## src/rtl/core/urc_pkg.sv

```systemverilog
// Shared constants for the ultrasonic ranging controller.
// No dependencies; imported by the top level and its checker.
package urc_pkg;

  localparam int unsigned SensorCountDefault = 4;

  // Sequencer phases
  localparam logic [2:0] PhIdle     = 3'd0;
  localparam logic [2:0] PhTrigLow  = 3'd1;
  localparam logic [2:0] PhTrigHigh = 3'd2;
  localparam logic [2:0] PhSettle   = 3'd3;
  localparam logic [2:0] PhWaitRise = 3'd4;
  localparam logic [2:0] PhMeasure  = 3'd5;
  localparam logic [2:0] PhGap      = 3'd6;

  // Commands
  localparam logic [1:0] CmdTick       = 2'd0;
  localparam logic [1:0] CmdMeasureOne = 2'd1;
  localparam logic [1:0] CmdMeasureAll = 2'd2;

  // Configuration register indexes
  localparam logic [1:0] CfgEchoTimeout  = 2'd0;
  localparam logic [1:0] CfgMaxDistance  = 2'd1;
  localparam logic [1:0] CfgInvalidCode  = 2'd2;

  // Phase lengths in ticks
  localparam logic [16:0] LowTicks    = 17'd2;
  localparam logic [16:0] HighTicks   = 17'd10;
  localparam logic [16:0] SettleTicks = 17'd50;
  localparam logic [16:0] GapTicks    = 17'd10000;

  // Distance = ticks * SoundMul / SoundDiv, tracked as quotient and remainder
  localparam logic [14:0] SoundMul = 15'd343;
  localparam logic [14:0] SoundDiv = 15'd20000;

  // Reset values
  localparam logic [15:0] EchoTimeoutReset = 16'd30000;
  localparam logic [10:0] MaxDistanceReset = 11'd400;
  localparam logic [15:0] InvalidCodeReset = 16'hFFFF;

endpackage

```

## src/rtl/core/ultrasonic_ranging_controller.sv

```systemverilog
// Ultrasonic echo ranging controller: one microsecond tick per input transaction.
// Depends on urc_pkg.
//
// Usage:
//   Input channel (in_valid_i/in_ready_o) carries one tick each: a command, the
//   sensor to measure, the echo line levels and a query index. Output channel
//   (out_valid_o/out_ready_i) returns exactly one result transaction per tick:
//   trigger drive, busy flag, single-measurement result, measure-all summary
//   and the stored distance of the queried sensor.
//   Configuration channel (cfg_valid_i/cfg_ready_o) writes echo timeout, max
//   distance and invalid distance code; it is always ready. Write only while
//   no tick is outstanding.
// Latency and throughput:
//   A tick is processed in the cycle it is accepted and its result appears on
//   the output register the next cycle. One tick per cycle is sustained: the
//   input stays ready while the output register is empty or being drained.
//   The distance quotient is kept as a running quotient/remainder that grows
//   by 343/20000 every measuring tick, so no multiplier or divider is needed.
// Reset: sequencer idle, counters cleared, stored distances read 65535,
//   registers at their defaults, output register empty.
// Stall: when out_ready_i is low and a result is held, in_ready_o drops and
//   the sequencer freezes until the result is taken.
module ultrasonic_ranging_controller
  import urc_pkg::*;
#(
  parameter int unsigned SENSOR_COUNT = SensorCountDefault
) (
  input  logic        clk_i,
  input  logic        rst_ni,
  // configuration
  input  logic        cfg_valid_i,
  output logic        cfg_ready_o,
  input  logic [1:0]  cfg_index_i,
  input  logic [15:0] cfg_data_i,
  // tick input
  input  logic        in_valid_i,
  output logic        in_ready_o,
  input  logic [1:0]  command_i,
  input  logic [1:0]  sensor_id_i,
  input  logic [3:0]  echo_levels_i,
  input  logic [1:0]  query_id_i,
  // tick result
  output logic        out_valid_o,
  input  logic        out_ready_i,
  output logic [3:0]  trigger_lines_o,
  output logic        busy_res_o,
  output logic        result_valid_o,
  output logic [1:0]  result_sensor_o,
  output logic [15:0] distance_cm_o,
  output logic        result_status_o,
  output logic        all_done_o,
  output logic        all_failed_o,
  output logic [15:0] queried_distance_o
);

  localparam int unsigned ActW = (SENSOR_COUNT > 1) ? $clog2(SENSOR_COUNT) : 1;

  // Configuration registers
  logic [15:0] echo_timeout_q;
  logic [10:0] max_dist_q;
  logic [15:0] invalid_code_q;

  // Sequencer state
  logic [2:0]      phase_q, phase_d;
  logic [16:0]     timer_q, timer_d;
  logic [ActW-1:0] active_q, active_d;
  logic            sweep_q, sweep_d;
  logic            sweep_err_q, sweep_err_d;
  logic [10:0]     quot_q, quot_d;
  logic [14:0]     rem_q, rem_d;
  logic [15:0]     store_q [SENSOR_COUNT];
  logic [15:0]     store_d [SENSOR_COUNT];

  // Output register
  logic        out_valid_q;
  logic [3:0]  trig_q, trig_d;
  logic        busy_q, busy_d;
  logic        rvalid_q, rvalid_d;
  logic [1:0]  rsensor_q, rsensor_d;
  logic [15:0] dist_q, dist_d;
  logic        rstatus_q, rstatus_d;
  logic        adone_q, adone_d;
  logic        afail_q, afail_d;
  logic [15:0] qdist_q, qdist_d;

  logic        in_fire;
  logic        echo_hi;
  logic [16:0] timer_inc;
  logic [14:0] rem_sum;
  logic        rem_wrap;
  logic [10:0] quot_next;
  logic [14:0] rem_next;
  logic [10:0] dist_clamped;
  logic        done;
  logic        failed;
  logic        store_wr;

  assign cfg_ready_o = 1'b1;
  assign in_ready_o  = !out_valid_q || out_ready_i;
  assign in_fire     = in_valid_i && in_ready_o;

  // Configuration writes; unknown indexes are dropped.
  always_ff @(posedge clk_i or negedge rst_ni) begin
    if (!rst_ni) begin
      echo_timeout_q <= EchoTimeoutReset;
      max_dist_q     <= MaxDistanceReset;
      invalid_code_q <= InvalidCodeReset;
    end else if (cfg_valid_i) begin
      unique case (cfg_index_i)
        CfgEchoTimeout: echo_timeout_q <= cfg_data_i;
        CfgMaxDistance: max_dist_q     <= cfg_data_i[10:0];
        CfgInvalidCode: invalid_code_q <= cfg_data_i;
        default: ;
      endcase
    end
  end

  // Running distance: remainder advances by 343 per measuring tick, wraps at 20000.
  assign rem_sum      = rem_q + SoundMul;
  assign rem_wrap     = rem_sum >= SoundDiv;
  assign quot_next    = quot_q + 11'(rem_wrap);
  assign rem_next     = rem_wrap ? (rem_sum - SoundDiv) : rem_sum;
  assign dist_clamped = (quot_next > max_dist_q) ? max_dist_q : quot_next;

  always_comb begin
    phase_d     = phase_q;
    timer_d     = timer_q;
    active_d    = active_q;
    sweep_d     = sweep_q;
    sweep_err_d = sweep_err_q;
    quot_d      = '0;
    rem_d       = '0;
    trig_d      = '0;
    rvalid_d    = 1'b0;
    rsensor_d   = '0;
    dist_d      = '0;
    rstatus_d   = 1'b0;
    adone_d     = 1'b0;
    afail_d     = 1'b0;
    done        = 1'b0;
    failed      = 1'b0;
    store_wr    = 1'b0;
    echo_hi     = 1'b0;

    // Start a sequence from idle; anything else in idle is a plain tick.
    if (phase_q == PhIdle) begin
      if (command_i == CmdMeasureOne && 32'(sensor_id_i) < SENSOR_COUNT) begin
        active_d    = ActW'(sensor_id_i);
        sweep_d     = 1'b0;
        sweep_err_d = 1'b0;
        phase_d     = PhTrigLow;
        timer_d     = '0;
      end else if (command_i == CmdMeasureAll) begin
        active_d    = '0;
        sweep_d     = 1'b1;
        sweep_err_d = 1'b0;
        phase_d     = PhTrigLow;
        timer_d     = '0;
      end
    end
    busy_d = phase_d != PhIdle;

    // Sensors beyond the four echo lines see echo low.
    for (int i = 0; i < 4; i++) begin
      if (32'(active_d) == i && echo_levels_i[i]) begin
        echo_hi = 1'b1;
      end
    end

    timer_inc = timer_d + 17'd1;

    case (phase_d)
      PhTrigLow: begin
        timer_d = timer_inc;
        if (timer_inc >= LowTicks) begin
          phase_d = PhTrigHigh;
          timer_d = '0;
        end
      end
      PhTrigHigh: begin
        for (int i = 0; i < 4; i++) begin
          trig_d[i] = 32'(active_d) == i;
        end
        timer_d = timer_inc;
        if (timer_inc >= HighTicks) begin
          phase_d = PhSettle;
          timer_d = '0;
        end
      end
      PhSettle: begin
        timer_d = timer_inc;
        if (timer_inc >= SettleTicks) begin
          phase_d = PhWaitRise;
          timer_d = '0;
        end
      end
      PhWaitRise: begin
        if (echo_hi) begin
          phase_d = PhMeasure;
          timer_d = '0;
        end else begin
          timer_d = timer_inc;
          if (timer_inc > {1'b0, echo_timeout_q}) begin
            done   = 1'b1;
            failed = 1'b1;
          end
        end
      end
      PhMeasure: begin
        timer_d = timer_inc;
        quot_d  = quot_next;
        rem_d   = rem_next;
        if (!echo_hi) begin
          done     = 1'b1;
          dist_d   = 16'(dist_clamped);
          store_wr = 1'b1;
        end else if (timer_inc > {1'b0, echo_timeout_q}) begin
          done   = 1'b1;
          failed = 1'b1;
        end
      end
      PhGap: begin
        timer_d = timer_inc;
        if (timer_inc >= GapTicks) begin
          timer_d = '0;
          if (32'(active_d) + 32'd1 >= SENSOR_COUNT) begin
            phase_d = PhIdle;
            adone_d = 1'b1;
            afail_d = sweep_err_d;
            sweep_d = 1'b0;
          end else begin
            active_d = active_d + ActW'(1);
            phase_d  = PhTrigLow;
          end
        end
      end
      default: begin
        phase_d = PhIdle;
        timer_d = '0;
      end
    endcase

    // Close out a single-sensor measurement.
    if (done) begin
      rvalid_d  = 1'b1;
      rsensor_d = 2'(active_d);
      if (failed) begin
        dist_d    = invalid_code_q;
        rstatus_d = 1'b1;
      end
      timer_d = '0;
      if (sweep_d) begin
        if (failed) begin
          sweep_err_d = 1'b1;
        end
        phase_d = PhGap;
      end else begin
        phase_d = PhIdle;
      end
    end

    // Stored distances, updated before the query reads them.
    for (int i = 0; i < SENSOR_COUNT; i++) begin
      store_d[i] = store_q[i];
    end
    if (store_wr) begin
      store_d[active_d] = 16'(dist_clamped);
    end
    if (32'(query_id_i) < SENSOR_COUNT) begin
      qdist_d = store_d[ActW'(query_id_i)];
    end else begin
      qdist_d = invalid_code_q;
    end
  end

  // Advance the sequencer only on an accepted tick.
  always_ff @(posedge clk_i or negedge rst_ni) begin
    if (!rst_ni) begin
      phase_q     <= PhIdle;
      timer_q     <= '0;
      active_q    <= '0;
      sweep_q     <= 1'b0;
      sweep_err_q <= 1'b0;
      quot_q      <= '0;
      rem_q       <= '0;
      for (int i = 0; i < SENSOR_COUNT; i++) begin
        store_q[i] <= InvalidCodeReset;
      end
    end else if (in_fire) begin
      phase_q     <= phase_d;
      timer_q     <= timer_d;
      active_q    <= active_d;
      sweep_q     <= sweep_d;
      sweep_err_q <= sweep_err_d;
      quot_q      <= quot_d;
      rem_q       <= rem_d;
      for (int i = 0; i < SENSOR_COUNT; i++) begin
        store_q[i] <= store_d[i];
      end
    end
  end

  // Output register: load on accept, drop valid once taken.
  always_ff @(posedge clk_i or negedge rst_ni) begin
    if (!rst_ni) begin
      out_valid_q <= 1'b0;
    end else if (in_fire) begin
      out_valid_q <= 1'b1;
    end else if (out_ready_i) begin
      out_valid_q <= 1'b0;
    end
  end

  always_ff @(posedge clk_i) begin
    if (in_fire) begin
      trig_q    <= trig_d;
      busy_q    <= busy_d;
      rvalid_q  <= rvalid_d;
      rsensor_q <= rsensor_d;
      dist_q    <= dist_d;
      rstatus_q <= rstatus_d;
      adone_q   <= adone_d;
      afail_q   <= afail_d;
      qdist_q   <= qdist_d;
    end
  end

  assign out_valid_o        = out_valid_q;
  assign trigger_lines_o    = trig_q;
  assign busy_res_o         = busy_q;
  assign result_valid_o     = rvalid_q;
  assign result_sensor_o    = rsensor_q;
  assign distance_cm_o      = dist_q;
  assign result_status_o    = rstatus_q;
  assign all_done_o         = adone_q;
  assign all_failed_o       = afail_q;
  assign queried_distance_o = qdist_q;

endmodule

```

## config.mk

```make
export PLATFORM = sky130hd
export DESIGN_NAME = ultrasonic_ranging_controller
export DESIGN_NICKNAME = d
export VERILOG_FILES = /design/src/rtl/core/urc_pkg.sv /design/src/rtl/core/ultrasonic_ranging_controller.sv
export SDC_FILE = /design/constraint.sdc
export NUM_CORES = 1
export LEC_CHECK = 0
export BUFFER_PORTS_ARGS = -buffer_cell sky130_fd_sc_hd__buf_2
export CAP_MARGIN = 20
export CORE_AREA = 5 5 186 188
export CTS_CLUSTER_SIZE = 40
export DETAILED_ROUTE_END_ITERATION = 8
export DIE_AREA = 0 0 191 193
export MAX_ROUTING_LAYER = met4
export PLACE_DENSITY = 0.61
export SETUP_SLACK_MARGIN = 0.02
export SLEW_MARGIN = 25
export SYNTH_ARGS = -nofsm -noshare
export SYNTH_HDL_FRONTEND = slang
export SYNTH_SLANG_ARGS = --single-unit
```

## constraint.sdc

```tcl
create_clock -name clk_i -period 7.2 [get_ports clk_i]
set_input_delay 0.36 -clock clk_i [delete_from_list [all_inputs] [get_ports clk_i]]
set_output_delay 0.36 -clock clk_i [all_outputs]
set_load 0.05 [all_outputs]
```

==> impl_metrics.tcl <==
set metrics [dict create \
    outcome "finished clean" \
    clk_path_buf_depth 3 \
    cts_inserted_buffers 24 \
    syn2layout_area_growth_pct 15.1 \
    rrSetupSlack_ps 660 \
    track_usage 0.165 \
    htree_levels 1 \
    start_util 0.341 \
    antenna_left 0 \
    synth-async-reset-ratio 0.786 \
    ys.flop_type "dfstp_2" \
    worstMarginPinSlew_ps 959 \
    ys_types 78 \
    vdd_drop_max_uv 158 \
    finalCritPeriodShare 0.908 \
    vias 8976 \
    grt-ovfl-total 0 \
    synthCells 1159 \
    final.setup.tns_ps 0 \
    dp_hpwl_um 20700 \
    place_ws_ps 143 \
    syn-num-nets 1227 \
    vias_per_cell 5.35 \
    cts_setup_buffers 0 \
    rsz0062_at_grt "no" \
    power_density_nw_per_um2 247 \
    hp-start "in_valid_i" \
    numPortBuffers 77 \
    cap_violations 0 \
    drc_errors 0 \
    syn_area_um2 11200 \
    cp.arrival_ps 6760 \
    drt_iter0_drc 702 \
    clk_latency_ps 530 \
    dpl-instance-area_um2 12000 \
    drt_first_pass_iters 5 \
    die_w_um 191 \
    tritoncts "done" \
    fp.dieH_um 193 \
    grt_pass1_vias 8643 \
    min_to "out_valid_o" \
    drive_gt1_frac 0.231 \
    nets 1278 \
    fin_crit_ps 6540 \
    synth-seq-area-share 0.477 \
    fmax_mhz 153 \
    routed_wl_um 30000 \
    finalHoldViolations 0 \
    ys_ff_latch 201 \
    clk_pin_slew_ps 60 \
    required_ps 7420 \
    io_pins 79 \
    worstSetupPathType "register to register" \
    fill_cells 3190 \
    rows 67 \
    slew_headroom 0.358 \
    synth_area_per_cell_um2 9.70 \
    cts_sinks 201 \
    worst_slack_ps 660 \
    synth_edf_count 43 \
    clock-root-buffer "clkbuf_16" \
    power.leakage_nw 5.31 \
    rr_startpoint "rem_q[0]" \
    antenna_found_initial 1 \
    place.gp.congestion 0.918 \
    setup_viol 0 \
    grt_pass1_wl_um 48200 \
    worstReg2RegEnd "queried_distance_o[6]" \
    yosysWarnings 0 \
    critPathLaunchType "register" \
    reg2reg_depth 26 \
    grt_max_degree 91 \
    cp_max_fo 10 \
    report.final.slew_viol_count 0 \
    die_area_um2 36900 \
    endpoint_kind "register" \
    skew_ps 21.7 \
    core_um2 32900 \
    wl_per_cell_um 17.9 \
    final_area_um2 12900 \
    hold_path_depth 2 \
    hold_path.class "input pin to register" \
]
final cells by class:
| type | count | area [um^2] | share of cell area |
|---|---|---|---|
| diodes | 1 | 2.50 | 0.000193 |
| well taps | 448 | 561 | 0.0433 |
| inverters | 65 | 244 | 0.0189 |
| flip-flops and latches | 201 | 5360 | 0.414 |
| clock buffers | 26 | 608 | 0.0470 |
| repair buffers | 97 | 544 | 0.0421 |
| clock inverters | 18 | 263 | 0.0203 |
| multi-input cells | 821 | 5360 | 0.414 |
synth_stat cells, types with 4 or more instances:
master / count / share of area
o21ai_1: 7 / 0.0031
a22o_1: 27 / 0.021
o21ai_0: 107 / 0.048
nand3_1: 24 / 0.011
and2_1: 27 / 0.015
mux2_2: 30 / 0.030
a221oi_1: 5 / 0.0039
nand2_1: 158 / 0.053
nand2b_1: 14 / 0.0078
a2111oi_0: 4 / 0.0031
nand4_1: 13 / 0.0072
a32oi_1: 9 / 0.0070
xor2_1: 11 / 0.0086
or3_1: 8 / 0.0045
dfstp_2: 90 / 0.21
dfrtp_1: 68 / 0.15
a21oi_1: 45 / 0.020
ha_1: 35 / 0.039
o31ai_1: 9 / 0.0060
nor2_1: 61 / 0.020
mux2i_1: 40 / 0.036
edfxtp_1: 43 / 0.11
or2_2: 4 / 0.0022
buf_2: 16 / 0.0071
clkbuf_1: 47 / 0.016
o311ai_0: 8 / 0.0062
and3_1: 11 / 0.0061
a31oi_1: 12 / 0.0067
nor3_1: 22 / 0.0098
xnor2_1: 21 / 0.016
a21o_1: 8 / 0.0053
nor4_1: 10 / 0.0056
inv_1: 65 / 0.022
o211ai_1: 15 / 0.010
a211oi_1: 10 / 0.0067
o22ai_1: 4 / 0.0022
layout by cell type (no fill, tap or decap), types with 15 or more instances in the layout:
master,count
dfstp_2,90
dfrtp_1,68
a21oi_1,45
and2_1,27
buf_4,19
nor3_1,22
mux2i_1,37
nand2_1,158
o21ai_0,107
xnor2_1,21
buf_2,76
nor2_1,61
o211ai_1,15
nand3_1,24
clkbuf_16,24
ha_1,35
mux2_2,30
inv_1,64
edfxtp_1,43
a22o_1,27
stage by stage:
stage / hold WS, ps / power [W] / cells / util
after CTS: 27.8 / 0.00322 / 1676 / 0.392
after detailed placement: 460 / 0.00190 / 1631 / 0.365
after global routing: 30.9 / 0.00334 / 1677 / 0.393
final: 40.9 / 0.00319 / 1677 / 0.393
after floorplan: 64.4 / 0.00174 / 1159 / -
after global placement: 456 / 0.00189 / 1631 / 0.365
how the worst max path moves through the flow:
stage / from / to / cells past startpoint
3_3_place_gp: rem_q[0] / queried_distance_o[7] / 26
4_1_cts: rem_q[0] / queried_distance_o[7] / 26
5_1_grt: rem_q[0] / queried_distance_o[8] / 27
6_report: rem_q[0] / queried_distance_o[6] / 26
2_1_floorplan: rem_q[0] / queried_distance_o[5] / 27
3_5_place_dp: rem_q[0] / queried_distance_o[7] / 26
critical path: stages, from the launching register on:
cell	delay (ps)
dfrtp_1	450
inv_1	70
ha_1	230
nand2b_1	190
a21o_1	270
nand2_1	140
xnor2_1	170
ha_1	230
inv_1	70
o32ai_1	510
a21boi_1	350
o21ba_2	240
nor2_2	100
ha_1	280
ha_1	210
nand2_1	140
nor3_1	80
xor2_1	230
ha_1	310
nand4_1	130
nor2_1	70
a2111oi_2	480
a21o_4	270
mux2i_1	390
o211ai_1	150
a32oi_1	230
o311ai_0	230
flip-flops by register name (all words and copies together), names as in the netlist, 3 cells and up:
register and count:
phase_q 3, queried_distance_o 16, timer_q 17, max_dist_q 11, rem_q 15, quot_q 11, distance_cm_o 16, trigger_lines_o 4
invalid_code_q 16, store_q 64, echo_timeout_q 16
cells by family (layout without fill, tap and decap cells):
logic type | count (synthesis) | after routing | synth area share
DFF | 201 | 201 | 0.477
AOI/OAI and AO/OA | 309 | 309 | 0.183
other | 1 | 2 | 0.000334
and+or+nand+nor | 374 | 374 | 0.160
buffers and inverters | 137 | 206 | 0.0508
muxes | 70 | 70 | 0.0657
xor gates and xnor gates | 32 | 32 | 0.0249
adders and majority gates | 35 | 35 | 0.0390
power breakdown:
part	switching, W	leakage, nW	total [W]	internal [W]
sequential	0.0000599	2.27	0.00133	0.00127
clock	0.000511	0.415	0.00131	0.000802
combinational	0.000373	2.63	0.000555	0.000181
layer usage:
layer	GRT usage	vias to the layer above	part of all wire
li1	-	4287	-
met2	0.273	224	0.49
met4	0.0514	0	0.022
met5	-	-	0
met3	0.0214	55	0.040
met1	0.215	4410	0.44
what timing repair did:
item	4_1_cts	5_1_grt
hold buffers	1	0
setup endpoints to repair	0	31
endpoints found under the hold margin	56	0
resized for setup	0	8
(Power assumes the default switching activity.)
